--- src/rtl/khr_pkg.sv ---
package khr_pkg;

    localparam logic [31:0] HASH_BASIS = 32'h8422_2325;
    localparam logic [31:0] HASH_MULT  = 32'h0000_01b3;

    localparam logic [1:0] REQ_LOAD = 2'd0;
    localparam logic [1:0] REQ_BYTE = 2'd1;
    localparam logic [1:0] REQ_END  = 2'd2;

    localparam int HASH_W  = 32;
    localparam int NODE_W  = 4;
    localparam int ENTRY_W = HASH_W + NODE_W;

    typedef enum logic [2:0] {
        S_IDLE,
        S_RD0,
        S_RD_LAST,
        S_CHK,
        S_MID,
        S_CMP,
        S_NODE,
        S_CAP
    } state_t;

    typedef enum logic [2:0] {
        ADDR_LOAD,
        ADDR_ZERO,
        ADDR_LAST,
        ADDR_MID,
        ADDR_PICK
    } addr_sel_t;

    typedef struct packed {
        logic      acc_step;
        logic      take_end;
        logic      ram_we;
        addr_sel_t addr_sel;
        logic      cap_first;
        logic      chk;
        logic      mid_lat;
        logic      cmp;
        logic      pick_hi;
        logic      load_out;
    } ctrl_cmd_t;

    typedef struct packed {
        logic span_gt1;
        logic wrap;
        logic out_free;
    } dp_status_t;

endpackage

--- src/rtl/khr_ctrl.sv ---
module khr_ctrl (
    input  logic                clk,
    input  logic                rst_n,
    input  logic                s_tvalid,
    input  logic [1:0]          req_type,
    output logic                s_tready,
    input  khr_pkg::dp_status_t st,
    output khr_pkg::ctrl_cmd_t  cmd
);

    import khr_pkg::*;

    state_t state_reg;
    state_t state_next;
    logic   s_accept;

    assign s_tready = (state_reg == S_IDLE);
    assign s_accept = s_tvalid && s_tready;

    always_ff @(posedge clk or negedge rst_n)
    begin
        if (!rst_n)
        begin
            state_reg <= S_IDLE;
        end
        else
        begin
            state_reg <= state_next;
        end
    end

    always_comb
    begin
        state_next = state_reg;
        case (state_reg)
            S_IDLE:
            begin
                if (s_accept && req_type == REQ_END)
                begin
                    state_next = S_RD0;
                end
            end
            S_RD0:     state_next = S_RD_LAST;
            S_RD_LAST: state_next = S_CHK;
            S_CHK:     state_next = st.wrap ? S_NODE : S_MID;
            S_MID:     state_next = st.span_gt1 ? S_CMP : S_NODE;
            S_CMP:     state_next = S_MID;
            S_NODE:    state_next = S_CAP;
            S_CAP:
            begin
                if (st.out_free)
                begin
                    state_next = S_IDLE;
                end
            end
            default:   state_next = S_IDLE;
        endcase
    end

    always_comb
    begin
        cmd = '0;
        cmd.addr_sel = ADDR_LOAD;
        case (state_reg)
            S_IDLE:
            begin
                if (s_accept)
                begin
                    case (req_type)
                        REQ_LOAD: cmd.ram_we   = 1'b1;
                        REQ_BYTE: cmd.acc_step = 1'b1;
                        REQ_END:  cmd.take_end = 1'b1;
                        default:  ;
                    endcase
                end
            end
            S_RD0:     cmd.addr_sel = ADDR_ZERO;
            S_RD_LAST:
            begin
                cmd.addr_sel  = ADDR_LAST;
                cmd.cap_first = 1'b1;
            end
            S_CHK:     cmd.chk = 1'b1;
            S_MID:
            begin
                cmd.addr_sel = ADDR_MID;
                cmd.mid_lat  = st.span_gt1;
                cmd.pick_hi  = !st.span_gt1;
            end
            S_CMP:     cmd.cmp = 1'b1;
            S_NODE:    cmd.addr_sel = ADDR_PICK;
            S_CAP:
            begin
                cmd.addr_sel = ADDR_PICK;
                cmd.load_out = st.out_free;
            end
            default:   ;
        endcase
    end

    a_end_starts_search: assert property (@(posedge clk) disable iff (!rst_n)
        (s_accept && req_type == REQ_END) |=> state_reg == S_RD0)
        else $error("end of key did not start the ring search");

    a_search_finishes: assert property (@(posedge clk) disable iff (!rst_n)
        (state_reg == S_MID && !st.span_gt1) |=> state_reg == S_NODE)
        else $error("narrowed search did not go on to the node read");

endmodule

--- config.mk ---
export PLATFORM = sky130hd
export DESIGN_NAME = khr_ctrl
export DESIGN_NICKNAME = d
export VERILOG_FILES = /design/src/rtl/khr_pkg.sv /design/src/rtl/khr_ctrl.sv
export SDC_FILE = /design/constraint.sdc
export NUM_CORES = 1
export LEC_CHECK = 0
export BUFFER_PORTS_ARGS = -buffer_cell sky130_fd_sc_hd__buf_2
export CORE_AREA = 2 2 39 41
export DETAILED_ROUTE_END_ITERATION = 16
export DIE_AREA = 0 0 41 43
export GPL_TIMING_DRIVEN = 0
export PLACE_DENSITY = 0.6
export SETUP_SLACK_MARGIN = 0.02
export SYNTH_ARGS = -nofsm -noshare
export SYNTH_HDL_FRONTEND = slang
export SYNTH_SLANG_ARGS = --single-unit
--- constraint.sdc ---
create_clock -name clk -period 1.1 [get_ports clk]
set_input_delay 0.11 -clock clk [delete_from_list [all_inputs] [get_ports clk]]
set_output_delay 0.11 -clock clk [all_outputs]
set_load 0.02 [all_outputs]
* After elaboration in Yosys (flattened, before gate mapping)
Cells that the tools add are included.
** Word-level totals
- Flip-flop bits (word level) :: 3
- Output and inout bits :: 13
** Operators by class
- Reductions and logical operators :: 7
- Mux-type cells :: 17
- Equality and inequality tests :: 11
** Operators by type and width (number)
- $pmux 3 s8 :: 1
- $eq 3x3->1 const B :: 4
- $mux 3 :: 4
- $pmux 3 s4 :: 1
- $mux 1 :: 9
- $eq 3x2->1 const B :: 2
- $mux 2 :: 2
- $eq 3x1->1 const B :: 1
- $logic_not 3->1 :: 1
- $eq 2x1->1 const B :: 1
- $eq 2x2->1 const B :: 1
- $logic_and 1x1->1 :: 2
- $logic_not 2->1 :: 1
- $ne 2x1->1 const B :: 1
- $ne 2x2->1 const B :: 1
- $reduce_and 2->1 :: 1
- $reduce_or 2->1 :: 1
- $logic_not 1->1 :: 1

* Longest topological paths before layout
Gate-level depths: netlist (run 1).
- Depth in word-level cells :: 5
- Gate-level depth with buffers :: 4

* Least setup slack after synthesis (run 1)
OpenSTA, ideal clock, no wires.
- Path type :: register to output
- From :: reg state_reg[0]
- To :: out cmd[10] (netlist name)
- Required time :: 990 ps
- Path slack :: -175 ps
- Data arrival time :: 1165 ps
- Cell stages (with the launch flop) :: 3
- Cells stage by stage :: dfrtp_1 -> nor3_2 -> and4b_1
** RTL lines
- start: declaration :: RTL line khr_ctrl.sv:13 : state_t state_reg;
- start signal: assignment :: RTL line khr_ctrl.sv:28 : state_reg <= state_next;
- end: declaration :: RTL line khr_ctrl.sv:8 : output khr_pkg::ctrl_cmd_t cmd

==> results of run 1 <==
-- metal layers --
metal  track usage, %  up-vias
li1                 -      192
met1             14.3      172
met2             19.1        9
met3             1.57        0
met4             4.00        0
met5                0        -
-- per-stage QoR --
step | instances | total power [mW] | util, % | instance area, sq um
final | 83 | 2.01 | 49.9 | 691
after global routing | 83 | 2.16 | 49.9 | 691
after CTS | 80 | 1.79 | 44.8 | 619
after detailed placement | 70 | 1.21 | 32.6 | 452
after global placement | 70 | 1.20 | 32.6 | 452
after floorplan | 34 | 0.973 | - | 332
-- cell usage after synthesis (all sizes together) --
cell | n | area [sq um]
xnor2 | 1 | 8.76
nand2b | 3 | 18.8
and4b | 2 | 20.0
nor3b | 1 | 7.51
and2 | 1 | 6.26
nor3 | 1 | 10.0
nor2 | 4 | 17.5
inv | 1 | 3.75
and3b | 1 | 8.76
and4bb | 1 | 12.5
nor4bb | 1 | 10.0
a21oi | 4 | 20.0
a211oi | 1 | 7.51
nor4b | 2 | 30.0
nand2 | 2 | 7.51
o221ai | 1 | 15.0
dfrtp | 3 | 75.1
buf | 3 | 22.5
nor2b | 1 | 6.26
-- worst min-delay path, delay by kind of cell --
kind                   cells  cell delay, ns
AO/OA/AOI/OAI              1            0.14
buffers and inverters      1            0.08
AND/OR/NAND/NOR            1            0.05
-- report_power, final --
part / internal, mW / switching, mW
Sequential: 0.174 / 0.101
Clock: 0.135 / 0.0498
Combinational: 0.814 / 0.740
Total: 1.12 / 0.891
-- worst paths after layout --
| path | start | endpoint | slack [ns] | depth (start not counted) |
|---|---|---|---|---|
| max in group asynchronous | rst_n | state_reg[1] | 0.77 | 2 |
| worst min register to register | state_reg[2] | state_reg[2] | 0.75 | 3 |
| worst max-delay path | state_reg[0] | cmd[9] | -0.25 | 3 |
| worst min-delay path | st[1] | state_reg[1] | 0.19 | 3 |
| worst max register to register | state_reg[1] | state_reg[1] | -0.23 | 6 |
| min in group asynchronous | rst_n | state_reg[0] | 0.21 | 2 |
-- final cells by class --
class / instances / area, sq um / area share, %
flip-flops and latches: 3 / 77.6 / 11.2
plain buffers: 3 / 33.8 / 4.89
well taps: 16 / 20.0 / 2.90
multi-input cells: 27 / 298 / 43.1
inverters: 1 / 3.75 / 0.543
clock buffers: 4 / 26.3 / 3.80
repair buffers: 29 / 231 / 33.5
-- logic make-up (layout without fill, tap and decap cells) --
| kind of cell | after synthesis | count (layout) | share of synthesized area (%) |
|---|---|---|---|
| simple gates | 20 | 20 | 50.4 |
| compound gates | 6 | 6 | 13.8 |
| buf+inv | 4 | 37 | 8.53 |
| flops | 3 | 3 | 24.4 |
| xor+xnor | 1 | 1 | 2.85 |
-- repair_timing --
action,in CTS,in global routing
buffers inserted,5,2
endpoints found under the setup margin,14,16
resized for setup,27,12
gates cloned,1,1
hold buffers,1,0
endpoints found under the hold margin,3,0
pin swaps,10,5
==> insert_results.sql, run 1 <==
INSERT INTO impl_metrics (metric_group, metric, value, unit) VALUES
('power', 'leakage_power_total', '0.330', 'nW'),
('power', 'vdd_ir_drop_max', '1.59', 'mV'),
('critical_path', 'critPathBufInv', '1', ''),
('critical_path', 'critPathRequiredTime', '0.99', 'ns'),
('critical_path', 'cp_data_arrival_time', '1.24', 'ns'),
('timing', 'post-route-min-period', '1.35', 'ns'),
('route', 'drt_first_pass_iters', '2', ''),
('global_routing', 'overflow', '0', ''),
('critical_path', 'cp-start-kind', 'flip-flop', ''),
('status', 'status', 'finished with violations', ''),
('cells_and_area', 'mostFrequentLayoutCell', 'buf_6', ''),
('route', 'routed_wire_length_per_instance', '11.0', 'um'),
('timing', 'max_slew.worst_pin.slew', '0.222', 'ns'),
('yosys', 'synth_cells', '34', ''),
('placement', 'port_buffers', '20', ''),
('critical_path', 'cp_slowest_cell', 'dfrtp_1', ''),
('placement', 'placement.setup.worst_slack', '-0.0994', 'ns'),
('timing', 'final-max-slew-violation-count', '0', ''),
('timing', 'rsz_0062_raised_after_global_routing', 'true', ''),
('critical_path', 'end_kind', 'primary output', ''),
('route', 'drt_iter0_drc', '1', ''),
('route', 'met2WireLength', '494', 'um'),
('yosys', 'synth.lib_cells_used.distinct', '20', ''),
('cells_and_area', 'antenna_cells_inserted', '0', ''),
('global_routing', 'grt_max_degree', '11', ''),
('die', 'dieArea', '1760', 'sq um'),
('cells_and_area', 'flow.area_growth_from_synthesis', '124', '%'),
('die', 'ios', '21', ''),
('yosys', 'synth.yosys.seq_area_share', '24.4', '%'),
('critical_path', 'worst-setup-path-type', 'flip-flop to primary output', ''),
('timing', 'maxClockFrequency', '0.741', 'GHz'),
('global_routing', 'combined_global_route_utilization_of_all_metal_layers', '11.5', '%'),
('clock_network', 'htree_num_levels', '1', ''),
('critical_path', 'cp_slowest_stage_delay', '0.42', 'ns'),
('hold_path', 'worstHoldPathType', 'input port to flip-flop', ''),
('status', 'violations_in_the_final_reports', 'negative setup slack', ''),
('route', 'wirelength_met1', '370', 'um'),
('clock_network', 'clockBufferDepth', '2', ''),
('yosys', 'synth.net_count', '42', ''),
('cells_and_area', 'final.fill_count', '135', ''),
('route', 'detailroute.via_count', '373', ''),
('placement', 'place_hpwl', '581', 'um'),
('yosys', 'ys_ff_latch', '3', ''),
('timing', 'hold_viol_final', '0', ''),
('flow_run', 'maxCapViolations', '0', ''),
('clock_network', 'cts_tree', 'yes', ''),
('clock_network', 'worstSkewPairLatency', '0.23', 'ns'),
('clock_network', 'cts.root.buffer_cell', 'clkbuf_4', ''),
('die', 'die_height', '43', 'um'),
('critical_path', 'chain_of_cells_forming_the_critical_path', 'nor3_4 > and4bb_2 > buf_6', ''),
('timing', 'tns', '-2.98', 'ns'),
('route', 'postRouteWirelength', '909', 'um'),
('power', 'power_per_cell_area', '2920', 'nW/um^2'),
('global_routing', 'number_of_global_route_vias_before_repair', '348', ''),
('timing', 'post-route-worst-setup-slack', '-0.250', 'ns'),
('placement', 'gp_congestion', '0.648', ''),
('die', 'die_width', '41', 'um'),
('timing', 'fin_worst_hold_slack', '0.193', 'ns'),
('die', 'core.rowCount', '14', ''),
('yosys', 'synth_area', '308', 'sq um'),
('yosys', 'yosysWarningCount', '0', ''),
('cells_and_area', 'finish.net_count', '76', ''),
('die', 'area_of_the_placeable_core', '1380', 'sq um'),
('timing', 'finClkSkew', '0.00334', 'ns'),
('route', 'route.top_layer_used', 'met3', ''),
('die', 'floorplan.initialDensity', '22.2', '%'),
('cells_and_area', 'layout_common_cells', 'buf_6, buf_4, buf_2, clkbuf_4', ''),
('clock_network', 'numClockSinks', '3', ''),
('critical_path', 'critPathMaxFanout', '4', ''),
('route', 'vias_per_cell', '4.49', ''),
('yosys', 'syn_area_per_cell', '9.05', 'sq um'),
('global_routing', 'grt_first_pass_wirelength', '1420', 'um'),
('timing', 'slew_headroom', '85.2', '%'),
('timing', 'setup-violations-final', '16', ''),
('clock_network', 'path_clk_slew', '0.04', 'ns'),
('critical_path', 'crit_family', 'simple AND/OR/NAND/NOR gates', ''),
('global_routing', 'initial_antenna_violation_count', '0', ''),
('cells_and_area', 'largest_register_ff_count', '3', ''),
('route', 'drt.antenna.violating_nets', '0', ''),
('cells_and_area', 'post_route_cells_drive_above_1_share', '77.6', '%'),
('timing', 'final.period_utilization', '123', '%'),
('route', 'drc', '0', ''),
('clock_network', 'cts_inserted_buffers', '3', ''),
('route', 'met3_wirelength', '43', 'um');
Power figures use the tool's default switching activity.
==> run 2: changes to the inputs <==
--- a/config.mk
+++ b/config.mk
@@ -7,6 +7,7 @@
 export LEC_CHECK = 0
 export BUFFER_PORTS_ARGS = -buffer_cell sky130_fd_sc_hd__buf_2
 export CORE_AREA = 2 2 39 41
+export CTS_BUF_LIST = sky130_fd_sc_hd__clkbuf_8 sky130_fd_sc_hd__clkbuf_16
 export DETAILED_ROUTE_END_ITERATION = 16
 export DIE_AREA = 0 0 41 43
 export GPL_TIMING_DRIVEN = 0
==> insert_results.sql, run 2 (synthesized netlist as in run 1, its figures left out) <==
INSERT INTO impl_metrics (metric_group, metric, value, unit) VALUES
('status', 'status', 'finished with violations', ''),
('status', 'violations_in_the_final_reports', 'negative setup slack', ''),
('die', 'die_width', '41', 'um'),
('timing', 'final.period_utilization', '121', '%'),
('timing', 'rsz_0062_raised_after_global_routing', 'true', ''),
('cells_and_area', 'flow.area_growth_from_synthesis', '116', '%'),
('die', 'dieArea', '1760', 'sq um'),
('critical_path', 'timing.reg2reg.setup_slack', '-0.16', 'ns'),
('cells_and_area', 'finish.cell_count_without_fillers', '82', ''),
('placement', 'gp_congestion', '0.648', ''),
('route', 'routed_wire_length_per_instance', '10.8', 'um'),
('die', 'core.rowCount', '14', ''),
('clock_network', 'worstSkewPairLatency', '0.21', 'ns'),
('global_routing', 'combined_global_route_utilization_of_all_metal_layers', '11.5', '%'),
('power', 'vdd_ir_drop_max', '1.82', 'mV'),
('cells_and_area', 'finish.net_count', '75', ''),
('route', 'drt.antenna.violating_nets', '0', ''),
('die', 'ios', '21', ''),
('clock_network', 'cts_tree', 'yes', ''),
('global_routing', 'grt_first_pass_wirelength', '1410', 'um'),
('route', 'drc', '0', ''),
('route', 'detailroute.via_count', '359', ''),
('power', 'power_per_cell_area', '2980', 'nW/um^2'),
('timing', 'post-route-min-period', '1.33', 'ns'),
('global_routing', 'number_of_global_route_vias_before_repair', '349', ''),
('cells_and_area', 'utilization', '48.0', '%'),
('critical_path', 'end_kind', 'primary output', ''),
('timing', 'fin_worst_hold_slack', '0.209', 'ns'),
('timing', 'hold_viol_final', '0', ''),
('route', 'drt_first_pass_iters', '2', ''),
('route', 'drt_iter0_drc', '3', ''),
('cells_and_area', 'layout_common_cells', 'buf_2, buf_6, buf_4, nor2_1, clkbuf_8', ''),
('flow_run', 'maxCapViolations', '0', ''),
('clock_network', 'htree_num_levels', '1', ''),
('timing', 'maxClockFrequency', '0.750', 'GHz'),
('placement', 'place_hpwl', '581', 'um'),
('clock_network', 'numClockSinks', '3', ''),
('cells_and_area', 'antenna_cells_inserted', '0', ''),
('global_routing', 'overflow', '0', ''),
('route', 'postRouteWirelength', '889', 'um'),
('die', 'floorplan.initialDensity', '22.2', '%'),
('die', 'area_of_the_placeable_core', '1380', 'sq um'),
('critical_path', 'critPathMaxFanout', '4', ''),
('timing', 'finClkSkew', '0.00247', 'ns'),
('global_routing', 'initial_antenna_violation_count', '0', ''),
('clock_network', 'path_clk_slew', '0.03', 'ns'),
('die', 'die_height', '43', 'um'),
('critical_path', 'cp-start-kind', 'flip-flop', ''),
('power', 'leakage_power_total', '0.327', 'nW'),
('timing', 'setup-violations-final', '15', ''),
('global_routing', 'grt_max_degree', '11', ''),
('critical_path', 'cp_data_arrival_time', '1.22', 'ns'),
('placement', 'port_buffers', '20', ''),
('power', 'design_power_total', '1.98', 'mW'),
('cells_and_area', 'post_route_cells_drive_above_1_share', '72.7', '%'),
('cells_and_area', 'largest_register_ff_count', '3', ''),
('clock_network', 'cts.root.buffer_cell', 'clkbuf_8', ''),
('hold_path', 'worstHoldPathType', 'input port to flip-flop', ''),
('timing', 'post-route-worst-setup-slack', '-0.233', 'ns'),
('timing', 'final-max-slew-violation-count', '0', ''),
('critical_path', 'worstRegToRegCells', '5', ''),
('clock_network', 'clockBufferDepth', '2', ''),
('placement', 'dpl-instance-area', '452', 'sq um'),
('clock_network', 'cts_inserted_buffers', '3', ''),
('critical_path', 'reg2reg_from', 'state_reg[2]', ''),
('critical_path', 'crit_path_start', 'state_reg[0]', ''),
('timing', 'tns', '-2.37', 'ns'),
('critical_path', 'crit-reg2reg-capture', 'state_reg[0]', ''),
('critical_path', 'timing.critical_path.to', 'cmd[9]', ''),
('cells_and_area', 'mostFrequentLayoutCell', 'buf_2', ''),
('critical_path', 'worst-setup-path-type', 'flip-flop to primary output', ''),
('placement', 'numPlacedInstances', '70', ''),
('cells_and_area', 'final_area', '664', 'sq um'),
('placement', 'placement.setup.worst_slack', '-0.0994', 'ns'),
('timing', 'slew_headroom', '85.3', '%'),
('critical_path', 'critPathRequiredTime', '0.99', 'ns'),
('timing', 'max_slew.worst_pin.slew', '0.220', 'ns'),
('route', 'vias_per_cell', '4.38', '');
run 2: area by class of cell:
cell class                      instances  area (sq um)
Buffer                                  3          33.8
Clock buffer                            3          41.3
Clock inverter                          1          3.75
Fill cell                             142           719
Inverter                                1          3.75
Multi-Input combinational cell         27           279
Sequential cell                         3          77.6
Tap cell                               16          20.0
Timing Repair Buffer                   28           205
run 2: layer usage:
layer	wire [um]	track usage [%]	vias to the layer above
met5	0	0	-
met4	0	5.33	0
met3	53	3.14	0
met2	467	17.8	11
met1	368	14.0	162
li1	-	-	186
run 2: timing repair:
| action | 4_1_cts | 5_1_grt |
|---|---|---|
| setup endpoints to repair | 14 | 16 |
| pin swaps | 8 | 6 |
| cloned | 1 | 1 |
| hold buffers | 1 | 0 |
| gates resized for setup | 22 | 6 |
| setup buffers | 5 | 1 |
| hold endpoints to repair | 3 | 0 |
run 2: worst min-delay path by stage:
| stage | cells past startpoint | startpoint | to | slack (ns) |
|---|---|---|---|---|
| detailed placement | 1 | rst_n | state_reg[0] | -0.09 |
| global route | 2 | rst_n | state_reg[0] | 0.24 |
| floorplan | 0 | rst_n | state_reg[0] | -0.19 |
| CTS | 3 | st[1] | state_reg[1] | 0.21 |
| finish | 3 | st[1] | state_reg[1] | 0.21 |
| global placement | 1 | rst_n | state_reg[1] | -0.09 |
run 2: power by group:
part / switching (mW) / internal, mW
registers: 0.0941 / 0.174
logic: 0.686 / 0.724
clock network: 0.0640 / 0.237
total: 0.844 / 1.13
run 2: critical path, stage by stage, from the launching register on:
cell	delay, ns
dfrtp_1	0.41
nor3_4	0.22
and4bb_2	0.26
buf_6	0.11
